File: src/design/motor_command_safe_stop_handshake_top_macros.svh
// ----------------------------------------------------------------------------
// Safe-stop handshake assertion macros
// Shared concurrent assertion forms for the handshake block.
// ----------------------------------------------------------------------------
`ifndef MOTOR_COMMAND_SAFE_STOP_HANDSHAKE_TOP_MACROS_SVH
`define MOTOR_COMMAND_SAFE_STOP_HANDSHAKE_TOP_MACROS_SVH

// Same-cycle implication, disabled during reset
`define MCSSH_ASSERT_IMP(lbl, clk, rst_n, ante, cons) \
    lbl: assert property (@(posedge clk) disable iff (!(rst_n)) (ante) |-> (cons)) \
        else $error("mcssh assertion failed");

// Next-cycle implication, disabled during reset
`define MCSSH_ASSERT_NXT(lbl, clk, rst_n, ante, cons) \
    lbl: assert property (@(posedge clk) disable iff (!(rst_n)) (ante) |=> (cons)) \
        else $error("mcssh assertion failed");

`endif

File: src/design/mcssh_pkg.sv
// ----------------------------------------------------------------------------
// Safe-stop handshake package
// Types, codes and constants shared by the handshake block.
// ----------------------------------------------------------------------------
`timescale 1ns / 1ps

package mcssh_pkg;

    localparam int GEN_W  = 32;
    localparam int WAIT_W = 16;
    localparam int IDX_W  = 2;

    localparam logic [GEN_W-1:0] GEN_TOP = {GEN_W{1'b1}};

    // Config reset values
    localparam logic [WAIT_W-1:0] MAX_WAIT_RST = WAIT_W'(10);
    localparam logic [WAIT_W-1:0] CMD_TO_RST   = WAIT_W'(100);

    // Config register indexes
    localparam logic [IDX_W-1:0] REG_MAX_WAIT = IDX_W'(0);
    localparam logic [IDX_W-1:0] REG_CMD_TO   = IDX_W'(1);

    // Consumer status codes
    localparam logic [1:0] STAT_SAFE   = 2'd0;
    localparam logic [1:0] STAT_ACTIVE = 2'd1;
    localparam logic [1:0] STAT_TRANS  = 2'd2;

    typedef enum logic [1:0] {
        OP_TICK       = 2'd0,
        OP_ACTIVATE   = 2'd1,
        OP_DEACTIVATE = 2'd2
    } t_op;

    typedef enum logic [2:0] {
        MODE_INACTIVE = 3'd0,
        MODE_SEEDING  = 3'd1,
        MODE_ACTIVE   = 3'd2,
        MODE_STOPPING = 3'd3,
        MODE_SAFE     = 3'd4,
        MODE_FAULT    = 3'd5
    } t_mode;

    typedef struct packed {
        logic [1:0]       operation;
        logic             observed_valid;
        logic [GEN_W-1:0] observed_session;
        logic [GEN_W-1:0] observed_ack_generation;
        logic [GEN_W-1:0] observed_safe_generation;
        logic [GEN_W-1:0] observed_safe_ack;
        logic [1:0]       observed_status;
        logic             stop_request;
        logic             new_command;
    } t_in_item;

    typedef struct packed {
        logic [2:0]       proto_state;
        logic             error;
        logic             command_written;
        logic             seed_command;
        logic [GEN_W-1:0] command_generation;
        logic [GEN_W-1:0] session_out;
        logic             safe_request_written;
        logic [GEN_W-1:0] safe_request_generation;
        logic             safe_acknowledged;
        logic             stop_failed;
    } t_out_item;

    typedef struct packed {
        logic [WAIT_W-1:0] max_wait_ticks;
        logic [WAIT_W-1:0] command_timeout_ticks;
    } t_cfg;

endpackage

File: src/design/mcssh_cfg.sv
// ----------------------------------------------------------------------------
// Safe-stop handshake configuration registers
// Holds the wait limit and the command timeout, written through a valid/ready port.
// ----------------------------------------------------------------------------
`timescale 1ns / 1ps

module mcssh_cfg (
    input  logic                                i_clk,
    input  logic                                i_rst_n,
    input  logic                                i_cfg_valid,
    input  logic [mcssh_pkg::IDX_W-1:0]         i_cfg_index,
    input  logic [mcssh_pkg::WAIT_W-1:0]        i_cfg_data,
    output logic                                o_cfg_ready,
    output mcssh_pkg::t_cfg                     o_cfg
);

    mcssh_pkg::t_cfg r_cfg;

    // Always ready: each write goes straight into the register
    assign o_cfg_ready = 1'b1;
    assign o_cfg       = r_cfg;

    // Register file; unknown indexes are dropped
    always_ff @(posedge i_clk) begin
        if (!i_rst_n) begin
            r_cfg.max_wait_ticks        <= mcssh_pkg::MAX_WAIT_RST;
            r_cfg.command_timeout_ticks <= mcssh_pkg::CMD_TO_RST;
        end else if (i_cfg_valid) begin
            case (i_cfg_index)
                mcssh_pkg::REG_MAX_WAIT: r_cfg.max_wait_ticks        <= i_cfg_data;
                mcssh_pkg::REG_CMD_TO:   r_cfg.command_timeout_ticks <= i_cfg_data;
                default: ;
            endcase
        end
    end

endmodule

File: src/design/mcssh_core.sv
// ----------------------------------------------------------------------------
// Safe-stop handshake protocol core
// Protocol state registers and the single-pass next-state and result logic.
// ----------------------------------------------------------------------------
`timescale 1ns / 1ps

module mcssh_core (
    input  logic                  i_clk,
    input  logic                  i_rst_n,
    input  logic                  i_go,
    input  mcssh_pkg::t_in_item   i_item,
    input  mcssh_pkg::t_cfg       i_cfg,
    output mcssh_pkg::t_out_item  o_result
);

    typedef struct packed {
        mcssh_pkg::t_mode                mode;
        logic [mcssh_pkg::GEN_W-1:0]     session;
        logic [mcssh_pkg::GEN_W-1:0]     gen;
        logic [mcssh_pkg::GEN_W-1:0]     req_gen;
        logic [mcssh_pkg::WAIT_W-1:0]    wait_cnt;
        logic [mcssh_pkg::WAIT_W-1:0]    age;
        logic                            ext_seen;
        logic                            safe_done;
        logic                            fault;
    } t_state;

    t_state r_st;
    t_state n_st;

    // State registers
    always_ff @(posedge i_clk) begin
        if (!i_rst_n) begin
            r_st.mode      <= mcssh_pkg::MODE_INACTIVE;
            r_st.session   <= '0;
            r_st.gen       <= '0;
            r_st.req_gen   <= '0;
            r_st.wait_cnt  <= '0;
            r_st.age       <= '0;
            r_st.ext_seen  <= 1'b0;
            r_st.safe_done <= 1'b0;
            r_st.fault     <= 1'b0;
        end else if (i_go) begin
            r_st <= n_st;
        end
    end

    // Next state and result for one item
    always_comb begin : step
        logic                         proto_ok;
        logic                         ask_ok;
        logic                         stopping;
        logic                         need_ask;
        logic                         need_cmd;
        logic                         err;
        logic                         req_wr;
        logic                         seed;
        logic [mcssh_pkg::GEN_W-1:0]  cmd_gen;
        logic [mcssh_pkg::GEN_W-1:0]  next_req;
        logic [mcssh_pkg::GEN_W-1:0]  rg;
        logic [mcssh_pkg::WAIT_W-1:0] wc;

        n_st     = r_st;
        err      = 1'b0;
        req_wr   = 1'b0;
        seed     = 1'b0;
        cmd_gen  = '0;
        need_ask = 1'b0;
        need_cmd = 1'b0;
        stopping = 1'b0;
        rg       = '0;
        wc       = '0;
        next_req = i_item.observed_safe_generation + mcssh_pkg::GEN_W'(1);

        // Observed values must match the protocol phase
        proto_ok = 1'b0;
        if (i_item.observed_valid && (i_item.observed_session == r_st.session)) begin
            case (r_st.mode)
                mcssh_pkg::MODE_SEEDING:
                    proto_ok = (r_st.gen == '0) ? (i_item.observed_status == mcssh_pkg::STAT_SAFE)
                                                : (i_item.observed_status == mcssh_pkg::STAT_ACTIVE);
                mcssh_pkg::MODE_ACTIVE:
                    proto_ok = (i_item.observed_status == mcssh_pkg::STAT_ACTIVE);
                mcssh_pkg::MODE_STOPPING:
                    proto_ok = (i_item.observed_status == mcssh_pkg::STAT_TRANS) ||
                               (i_item.observed_status == mcssh_pkg::STAT_SAFE);
                default:
                    proto_ok = 1'b0;
            endcase
        end

        // A safe-stop request needs a session, a valid observation and room for one more generation
        ask_ok = (r_st.session != '0) && i_item.observed_valid &&
                 (i_item.observed_safe_generation != mcssh_pkg::GEN_TOP);

        case (mcssh_pkg::t_op'(i_item.operation))
            mcssh_pkg::OP_TICK: begin
                if ((r_st.mode == mcssh_pkg::MODE_INACTIVE) ||
                    (r_st.mode == mcssh_pkg::MODE_SAFE)) begin
                    // idle phases ignore ticks
                end else if (!proto_ok) begin
                    n_st.mode  = mcssh_pkg::MODE_FAULT;
                    n_st.fault = 1'b1;
                    err        = 1'b1;
                end else if (i_item.stop_request && (r_st.mode != mcssh_pkg::MODE_STOPPING) &&
                             !ask_ok) begin
                    n_st.mode  = mcssh_pkg::MODE_FAULT;
                    n_st.fault = 1'b1;
                    err        = 1'b1;
                end else begin
                    // External stop enters stopping and is checked on this same tick
                    if (r_st.mode == mcssh_pkg::MODE_STOPPING) begin
                        stopping = 1'b1;
                        rg       = r_st.req_gen;
                        wc       = r_st.wait_cnt;
                    end else if (i_item.stop_request) begin
                        stopping     = 1'b1;
                        rg           = next_req;
                        wc           = '0;
                        req_wr       = 1'b1;
                        n_st.req_gen = next_req;
                        n_st.mode    = mcssh_pkg::MODE_STOPPING;
                    end

                    if (stopping) begin
                        if ((rg != '0) && (i_item.observed_safe_generation == rg) &&
                            (i_item.observed_safe_ack == rg) &&
                            (i_item.observed_status == mcssh_pkg::STAT_SAFE)) begin
                            n_st.mode      = mcssh_pkg::MODE_SAFE;
                            n_st.safe_done = 1'b1;
                            n_st.wait_cnt  = wc;
                        end else if (wc >= i_cfg.max_wait_ticks) begin
                            n_st.mode     = mcssh_pkg::MODE_FAULT;
                            n_st.fault    = 1'b1;
                            n_st.wait_cnt = wc;
                            err           = 1'b1;
                        end else begin
                            n_st.wait_cnt = wc + mcssh_pkg::WAIT_W'(1);
                        end
                    end else if ((r_st.gen != '0) &&
                                 (i_item.observed_ack_generation != r_st.gen)) begin
                        // Waiting for the last command to be acknowledged
                        if (r_st.wait_cnt >= i_cfg.max_wait_ticks)
                            need_ask = 1'b1;
                        else
                            n_st.wait_cnt = r_st.wait_cnt + mcssh_pkg::WAIT_W'(1);
                    end else begin
                        n_st.wait_cnt = '0;
                        if ((r_st.mode == mcssh_pkg::MODE_SEEDING) && (r_st.gen != '0)) begin
                            // seed acknowledged
                            n_st.mode = mcssh_pkg::MODE_ACTIVE;
                            n_st.age  = '0;
                        end else if (i_item.new_command) begin
                            n_st.age      = '0;
                            n_st.ext_seen = 1'b1;
                            need_cmd      = 1'b1;
                        end else if ((r_st.mode == mcssh_pkg::MODE_ACTIVE) && r_st.ext_seen) begin
                            if (r_st.age >= i_cfg.command_timeout_ticks) begin
                                need_ask = 1'b1;
                            end else begin
                                n_st.age = r_st.age + mcssh_pkg::WAIT_W'(1);
                                need_cmd = 1'b1;
                            end
                        end else begin
                            need_cmd = 1'b1;
                        end
                    end

                    // Stop after missing ack or stale commands
                    if (need_ask) begin
                        if (ask_ok) begin
                            req_wr        = 1'b1;
                            n_st.req_gen  = next_req;
                            n_st.mode     = mcssh_pkg::MODE_STOPPING;
                            n_st.wait_cnt = '0;
                        end else begin
                            n_st.mode  = mcssh_pkg::MODE_FAULT;
                            n_st.fault = 1'b1;
                            err        = 1'b1;
                        end
                    end

                    // Numbered command; generation may not wrap
                    if (need_cmd) begin
                        if (r_st.gen == mcssh_pkg::GEN_TOP) begin
                            n_st.mode  = mcssh_pkg::MODE_FAULT;
                            n_st.fault = 1'b1;
                            err        = 1'b1;
                        end else begin
                            n_st.gen = r_st.gen + mcssh_pkg::GEN_W'(1);
                            cmd_gen  = r_st.gen + mcssh_pkg::GEN_W'(1);
                            seed     = (r_st.mode == mcssh_pkg::MODE_SEEDING);
                        end
                    end
                end
            end
            mcssh_pkg::OP_ACTIVATE: begin
                if (!i_item.observed_valid || (i_item.observed_session == '0)) begin
                    err = 1'b1;
                end else begin
                    n_st.session   = i_item.observed_session;
                    n_st.gen       = '0;
                    n_st.req_gen   = '0;
                    n_st.wait_cnt  = '0;
                    n_st.age       = '0;
                    n_st.ext_seen  = 1'b0;
                    n_st.safe_done = 1'b0;
                    n_st.fault     = 1'b0;
                    n_st.mode      = mcssh_pkg::MODE_SEEDING;
                end
            end
            mcssh_pkg::OP_DEACTIVATE: begin
                if (r_st.safe_done)
                    n_st.mode = mcssh_pkg::MODE_INACTIVE;
                else
                    err = 1'b1;
            end
            default: begin
                err = 1'b1;
            end
        endcase

        // Result fields
        o_result.proto_state             = n_st.mode;
        o_result.error                   = err;
        o_result.command_written         = (cmd_gen != '0);
        o_result.seed_command            = (cmd_gen != '0) && seed;
        o_result.command_generation      = cmd_gen;
        o_result.session_out             = ((cmd_gen != '0) || req_wr) ? n_st.session : '0;
        o_result.safe_request_written    = req_wr;
        o_result.safe_request_generation = req_wr ? n_st.req_gen : '0;
        o_result.safe_acknowledged       = n_st.safe_done;
        o_result.stop_failed             = n_st.fault;
    end

endmodule

File: src/design/motor_command_safe_stop_handshake_top.sv
// Stages: an item goes from the input register through the core into the result register.
// Throughput: one item per cycle while the result is not stalled; the protocol state updates
// in one pass per item.
// A stalled result holds in the result register while one more item waits in the input register.
// Reset (synchronous, active low) clears the protocol state and both stages; the wait limit
// returns to 10 and the command timeout to 100.
// ----------------------------------------------------------------------------
// Motor command safe-stop handshake, top level
// Input register, protocol core and result register with valid/stall channels.
// ----------------------------------------------------------------------------
`timescale 1ns / 1ps
`include "motor_command_safe_stop_handshake_top_macros.svh"

module motor_command_safe_stop_handshake_top (
    input  logic                          i_clk,
    input  logic                          i_rst_n,
    input  logic                          i_in_valid,
    output logic                          o_in_stall,
    input  mcssh_pkg::t_in_item           i_in_item,
    output logic                          o_out_valid,
    input  logic                          i_out_stall,
    output mcssh_pkg::t_out_item          o_out_item,
    input  logic                          i_cfg_valid,
    output logic                          o_cfg_ready,
    input  logic [mcssh_pkg::IDX_W-1:0]   i_cfg_index,
    input  logic [mcssh_pkg::WAIT_W-1:0]  i_cfg_data
);

    logic                 r_in_valid;
    mcssh_pkg::t_in_item  r_in;
    logic                 r_out_valid;
    mcssh_pkg::t_out_item r_out;
    logic                 core_go;
    logic                 in_take;
    mcssh_pkg::t_cfg      cfg;
    mcssh_pkg::t_out_item n_out;

    // Flow control: core fires when the result register is free or draining
    assign core_go    = r_in_valid && (!r_out_valid || !i_out_stall);
    assign o_in_stall = r_in_valid && !core_go;
    assign in_take    = i_in_valid && !o_in_stall;

    assign o_out_valid = r_out_valid;
    assign o_out_item  = r_out;

    mcssh_cfg u_cfg (
        .i_clk       (i_clk),
        .i_rst_n     (i_rst_n),
        .i_cfg_valid (i_cfg_valid),
        .i_cfg_index (i_cfg_index),
        .i_cfg_data  (i_cfg_data),
        .o_cfg_ready (o_cfg_ready),
        .o_cfg       (cfg)
    );

    mcssh_core u_core (
        .i_clk    (i_clk),
        .i_rst_n  (i_rst_n),
        .i_go     (core_go),
        .i_item   (r_in),
        .i_cfg    (cfg),
        .o_result (n_out)
    );

    // Input register
    always_ff @(posedge i_clk) begin
        if (!i_rst_n) begin
            r_in_valid <= 1'b0;
        end else if (in_take) begin
            r_in_valid <= 1'b1;
        end else if (core_go) begin
            r_in_valid <= 1'b0;
        end
    end

    always_ff @(posedge i_clk) begin
        if (in_take) begin
            r_in <= i_in_item;
        end
    end

    // Result register
    always_ff @(posedge i_clk) begin
        if (!i_rst_n) begin
            r_out_valid <= 1'b0;
        end else if (core_go) begin
            r_out_valid <= 1'b1;
        end else if (!i_out_stall) begin
            r_out_valid <= 1'b0;
        end
    end

    always_ff @(posedge i_clk) begin
        if (core_go) begin
            r_out <= n_out;
        end
    end

    // Checks on the result and the pipeline
    `MCSSH_ASSERT_IMP(a_seed_has_cmd, i_clk, i_rst_n,
        r_out_valid && r_out.seed_command, r_out.command_written)
    `MCSSH_ASSERT_IMP(a_cmd_gen_nonzero, i_clk, i_rst_n,
        r_out_valid && r_out.command_written, r_out.command_generation != '0)
    `MCSSH_ASSERT_IMP(a_req_state, i_clk, i_rst_n,
        r_out_valid && r_out.safe_request_written,
        (r_out.proto_state == mcssh_pkg::MODE_STOPPING) ||
        (r_out.proto_state == mcssh_pkg::MODE_FAULT))
    `MCSSH_ASSERT_NXT(a_held_item_kept, i_clk, i_rst_n, r_in_valid && !core_go, r_in_valid)
    `MCSSH_ASSERT_NXT(a_core_fills_out, i_clk, i_rst_n, core_go, r_out_valid)

endmodule

File: config.mk
export PLATFORM = sky130hd
export DESIGN_NAME = motor_command_safe_stop_handshake_top
export DESIGN_NICKNAME = d
export VERILOG_FILES = /design/src/design/mcssh_pkg.sv /design/src/design/mcssh_cfg.sv /design/src/design/mcssh_core.sv /design/src/design/motor_command_safe_stop_handshake_top.sv
export VERILOG_INCLUDE_DIRS = /design/src /design/src/design
export SDC_FILE = /design/constraint.sdc
export NUM_CORES = 1
export LEC_CHECK = 0
export BUFFER_PORTS_ARGS = -buffer_cell sky130_fd_sc_hd__buf_2
export CAP_MARGIN = 5
export CORE_MARGIN = 1.5
export CORE_UTILIZATION = 53
export CTS_CLUSTER_DIAMETER = 120
export DETAILED_ROUTE_END_ITERATION = 12
export PLACE_DENSITY_LB_ADDON = 0.05
export SYNTH_ARGS = -nofsm -noshare
export SYNTH_HDL_FRONTEND = slang
export SYNTH_SLANG_ARGS = --single-unit
File: constraint.sdc
create_clock -name i_clk -period 7.4 [get_ports i_clk]
set_clock_uncertainty 0.2 [all_clocks]
set_input_delay 0 -clock i_clk [delete_from_list [all_inputs] [get_ports i_clk]]
set_output_delay 0 -clock i_clk [all_outputs]
set_load 0.02 [all_outputs]
Word level (Yosys, flattened, before mapping)
Cells that the tools add are included.

word-level totals
  bits of input ports = 158
  register bits = 408
  logic and storage cells = 241
  output and inout bits = 108

operators by class
  equal/unequal tests = 29
  add/sub/neg operators = 5
  magnitude comparators = 3
  reductions and logical operators = 44
  multiplexer cells = 128

operators with widths
  operator                                       number
  two-way mux 32 bit                             17
  two-way mux 16 bit                             14
  one-hot mux 99 bit (2 select lines)            1
  two-way mux 98 bit                             2
  two-way mux 134 bit                            1
  nonzero test 32 bit                            4
  two-way mux 99 bit                             1
  == test 32 bit                                 3
  two-way mux 48 bit                             2
  two-way mux 1 bit                              69
  adder 32 x 1 -> 32 bit, second input constant  2
  zero test 32 bit                               2
  adder 16 x 1 -> 16 bit, second input constant  3
  >= comparator 16 bit                           3
  two-way mux 3 bit                              15
  two-way mux 17 bit                             2
  == test 32 bit, second input constant          1
  inequality test 32 bit                         1
  inequality test 32 bit, second input constant  1
  AND reduction 10 bit                           2
  inequality test 2 bit, second input constant   9
  logical AND 1 bit                              15
  one-hot mux 3 bit (3 select lines)             1
  AND reduction 8 bit                            1
  other kinds (18)                               37

Depth between registers and ports, before layout
  depth after elaboration = 23
  gate-level depth with buffers = 20
  gate-level depth less buffers = 14

Cells and area by module
A second synthesis with hierarchy kept.

unflattened totals
  cell total of the unflattened synthesis = 2485
  area total of the unflattened synthesis = 22932.0 um^2

by module, submodules not included
  module                                 instances  cells each  area an instance (um^2)
  mcssh_core                             1          2106        14357.5
  motor_command_safe_stop_handshake_top  1          248         7290.7
  mcssh_cfg                              1          131         1283.7

Least setup slack after synthesis
No wires, ideal clock.

  path type = register to register
  start = register r_out_valid, in the netlist o_out_valid
  end = register r_in[0] in the netlist's numbering (enable)
  buffers on the path = 0
  library setup time = 0.644 ns
  setup slack = -0.045 ns
  cell stages (with the launch flop) = 3
  period minus slack after synthesis = 7.445 ns
  data arrival time = 6.601 ns
  cells stage by stage = dfxtp_1 > and3_1 > nor2b_1

on the way
  word-level cells in the longest chain between the ends = 7

ends and longest elaborated chain
  element                 RTL line                                     RTL
  start, declared         motor_command_safe_stop_handshake_top.sv:31  logic r_out_valid;
  start signal, assigned  motor_command_safe_stop_handshake_top.sv:85  r_out_valid <= 1'b0;
  start signal, assigned  motor_command_safe_stop_handshake_top.sv:87  r_out_valid <= 1'b1;
  start signal, assigned  motor_command_safe_stop_handshake_top.sv:89  r_out_valid <= 1'b0;
  zero test 1 bit         motor_command_safe_stop_handshake_top.sv:39  assign core_go = r_in_valid && (!r_out_valid || !i_out_stall);
  logical OR 1 bit        motor_command_safe_stop_handshake_top.sv:39
  logical AND 1 bit       motor_command_safe_stop_handshake_top.sv:39
  zero test 1 bit         motor_command_safe_stop_handshake_top.sv:40  assign o_in_stall = r_in_valid && !core_go;
  logical AND 1 bit       motor_command_safe_stop_handshake_top.sv:40
  via o_in_stall          motor_command_safe_stop_handshake_top.sv:18  output logic o_in_stall,
  zero test 1 bit         motor_command_safe_stop_handshake_top.sv:41  assign in_take = i_in_valid && !o_in_stall;
  logical AND 1 bit       motor_command_safe_stop_handshake_top.sv:41
  via in_take             motor_command_safe_stop_handshake_top.sv:34  logic in_take;
  end signal, assigned    motor_command_safe_stop_handshake_top.sv:78  r_in <= i_in_item;
  end, declared           motor_command_safe_stop_handshake_top.sv:30  mcssh_pkg::t_in_item r_in;

The timed path passes the listed nets, and every way through them passes these cells.
A chain may end at the register's enable or synchronous reset.

Worst setup path after layout
  start = register r_in[36] in the netlist's numbering
  end = register u_core.r_st[10] in the netlist's numbering

on the way
  word-level cells in the longest chain between the ends = 6

ends and longest elaborated chain
  element                                 RTL line           RTL
  inequality test 32 bit                  mcssh_core.sv:94   (i_item.observed_safe_generation != mcssh_pkg::GEN_TOP);
  logical AND 1 bit                       mcssh_core.sv:93   ask_ok = (r_st.session != '0) && i_item.observed_valid &&
  zero test 1 bit                         mcssh_core.sv:106  !ask_ok) begin
  logical AND 1 bit                       mcssh_core.sv:105  end else if (i_item.stop_request && (r_st.mode != mcssh_pkg::MODE_STOPPING) &&
  inequality test 2 bit (no source line)  --
  AND reduction 10 bit (no source line)   --
  end signal, assigned                    mcssh_core.sv:44   r_st <= n_st;
  end, declared                           mcssh_core.sv:28   t_state r_st;

Every way passes these cells.

==> flow_metrics.env <==
export IMPL_status="complete, no violations"
export IMPL_powerDensity_nw_per_um2=187.4
export IMPL_drv_slew=0
export IMPL_port_buffer_count=264
export IMPL_synth_enable_flop_cells=240
export IMPL_hold_violations=0
export IMPL_netlist_area_leader_share=0.3319
export IMPL_tritoncts="built"
export IMPL_gr_usage_met3=0.05654
export IMPL_utilization=0.6930
export IMPL_tightest_slew_ns=1.271
export IMPL_area_growth_pct=27.95
export IMPL_synthCells=2300
export IMPL_cts_sinks=408
export IMPL_syn_num_nets=2512
export IMPL_cts_buffer_depth=3
export IMPL_clkLatencyLatePin_ns=0.59
export IMPL_fin_crit_ns=4.969
export IMPL_rsz0062_at_grt="no"
export IMPL_dp_cells=2955
export IMPL_ant_nets=0
export IMPL_antenna_found_initial=1
export IMPL_leakagePower_nw=10.28
export IMPL_fillers=2978
export IMPL_use_met2=0.6028
export IMPL_fin_nets=3007
export IMPL_slew_headroom=0.1464
export IMPL_yosysUniqueCellTypes=95
export IMPL_final_cell_mix="320 x dlygate4sd3_1, 264 x buf_2, 254 x nor2_1, 240 x edfxtp_1, 234 x nand2_1"
export IMPL_dr_pass1_iters=8
export IMPL_drc=0
export IMPL_hold_class="in2reg"
export IMPL_dieArea_um2=42200
export IMPL_fmax_ghz=0.2013
export IMPL_synthTopCellsByArea="edfxtp_1 33%, dfxtp_1 15%, nor2_1 4.4%"
export IMPL_layout_drive_gt1_share=0.1393
export IMPL_post_place_ws_ns=2.540
export IMPL_yosysWarnings=0
export IMPL_place_gp_congestion=1.005
export IMPL_critPathKind="reg2reg"
export IMPL_start_util=0.5416
export IMPL_endpoint_kind="register"
export IMPL_grt_use_met1=0.4469
export IMPL_grtUsageTotal=0.3515
export IMPL_fp_row_count=73
export IMPL_cts_root_buf="clkbuf_16"
export IMPL_start_kind="register"
export IMPL_async_flop_share=0
export IMPL_grt_pass1_wl_um=114500
export IMPL_critPathRequiredTime_ns=7.69
export IMPL_grt_max_degree=87
export IMPL_setup_violations=0
export IMPL_vias_per_cell=6.112
export IMPL_final_common_cell="dlygate4sd3_1"
export IMPL_core_area_um2=40100
export IMPL_cp_data_arrival_time_ns=5.26
export IMPL_vias=20510
export IMPL_syn_avg_cell_area_um2=9.442
export IMPL_die_x_um=205.4
export IMPL_worst_slack_ns=2.431
export IMPL_grt_busiest_layer="met2"
export IMPL_grt_overflow=0
export IMPL_numCtsBuffers=43
export IMPL_drv_cap=0
export IMPL_fin_cells=3356
export IMPL_cp_max_fo=18
export IMPL_avgRoutedWirePerCell_um=22.28
export IMPL_yosysSeqAreaShare=0.4867
export IMPL_path_clk_slew_ns=0.06
export IMPL_place_hpwl_um=48360
export IMPL_syn_area_um2=21720
export IMPL_die_height_um=205.4
export IMPL_ios=266
export IMPL_max_vdd_ir_drop_v=0.0002210
export IMPL_hold_ws_ns=0.05308
export IMPL_first_iter_violations=2142
export IMPL_wl_um=74780
export IMPL_synth_flop_cell="edfxtp_1"
export IMPL_fin_crit_sh=0.6715
export IMPL_ys_seq_elements=408
export IMPL_htree_levels=2
export IMPL_yosys_area_top_type="edfxtp_1"
export IMPL_first_global_vias=20160
export IMPL_tns_ns=0
## per-layer routing
| metal | vias up | routed length, µm |
|---|---|---|
| met3 | 201 | 5787 |
| met4 | 0 | 2759 |
| li1 | 9346 | - |
| met5 | - | 0 |
| met1 | 9837 | 29640 |
| met2 | 1127 | 36590 |
## worst paths after layout
path | slack, ns | to | from | depth (start not counted)
setup / recovery | 2.43 | u_core.r_st[10] | r_in[36] | 12
hold reg to reg | 0.25 | u_cfg.o_cfg[23] | u_cfg.o_cfg[23] | 2
hold / removal | 0.05 | u_cfg.o_cfg[15] | i_cfg_data[15] | 4
setup reg to reg | 2.43 | u_core.r_st[10] | r_in[36] | 12
## report_power, final
part | switching, mW | total, mW | internal (mW) | leakage [nW]
Clock | 0.934 | 2.12 | 1.18 | 0.659
Sequential | 0.0811 | 2.57 | 2.49 | 3.62
Combinational | 0.275 | 0.518 | 0.243 | 5.99
Total | 1.29 | 5.21 | 3.92 | 10.3
## state kept, by name (all words and copies together), names as in the netlist
name         flops
o_out_item     105
o_out_valid      1
r_in           135
r_in_valid       1
u_cfg.o_cfg     32
u_core.r_st    134
## repair_timing
| action | CTS | global route |
|---|---|---|
| endpoints found under the hold margin | 178 | 0 |
| setup buffers | 0 | 0 |
| hold buffers | 320 | 0 |
| resized for setup | 0 | 0 |
## stage by stage
step	cell area, µm²	total power [mW]
2_1_floorplan	21720	2.825
3_3_place_gp	23230	2.985
3_5_place_dp	23230	2.990
4_1_cts	27780	5.194
5_1_grt	27790	5.354
6_report	27790	5.207
## critical path, stage by stage, from the launching register on
cell,delay (ns)
edfxtp_1,0.59
ha_1,0.42
nand4_4,0.18
nor2_1,0.20
and4_1,0.28
a31o_1,0.29
and2_1,0.20
or4_1,0.72
a21oi_2,0.69
nand2_2,0.39
nor2_4,0.42
nand3b_1,0.13
a21oi_1,0.17
## synthesized netlist by cell type, types with 10 or more instances
cell type	number
a21o_1	14
nor2_1	256
nor2b_1	15
xor2_1	43
buf_2	45
and4_1	12
buf_1	10
a21oi_1	175
a31oi_1	26
o21ai_1	13
a2bb2oi_1	26
ha_1	54
nor3_1	46
clkbuf_1	97
a211oi_1	11
a22oi_1	10
o21ai_0	86
and2_1	29
nor4_1	49
nand4_1	63
nand2b_1	15
inv_1	65
and3_1	39
dfxtp_1	168
or3_1	30
mux2i_1	39
nand2_1	234
nand3b_1	28
nand3_1	63
o211ai_1	19
o22ai_1	11
edfxtp_1	240
xnor2_1	107
## logic make-up after synthesis
family / after synthesis / share of synthesized area
buffers and inverters: 222 / 0.04165
other: 1 / 0.0001727
AO/OA/AOI/OAI: 479 / 0.1397
flip-flops: 408 / 0.4867
AND/OR/NAND/NOR: 946 / 0.2216
adder cells (fa/ha/maj): 54 / 0.03111
multiplexers: 40 / 0.01849
XOR/XNOR: 150 / 0.06049
## final cells by class
class	count	area, µm²	share of cell area
flip-flops and latches	408	10570	0.3804
multi-input cells	1670	10270	0.3695
repair buffers	606	4690	0.1688
clock buffers	60	1211	0.04359
well taps	525	656.9	0.02364
inverters	66	252.7	0.009095
clock inverters	19	133.9	0.004818
diodes	2	5.005	0.0001801
(Power assumes the default switching activity.)
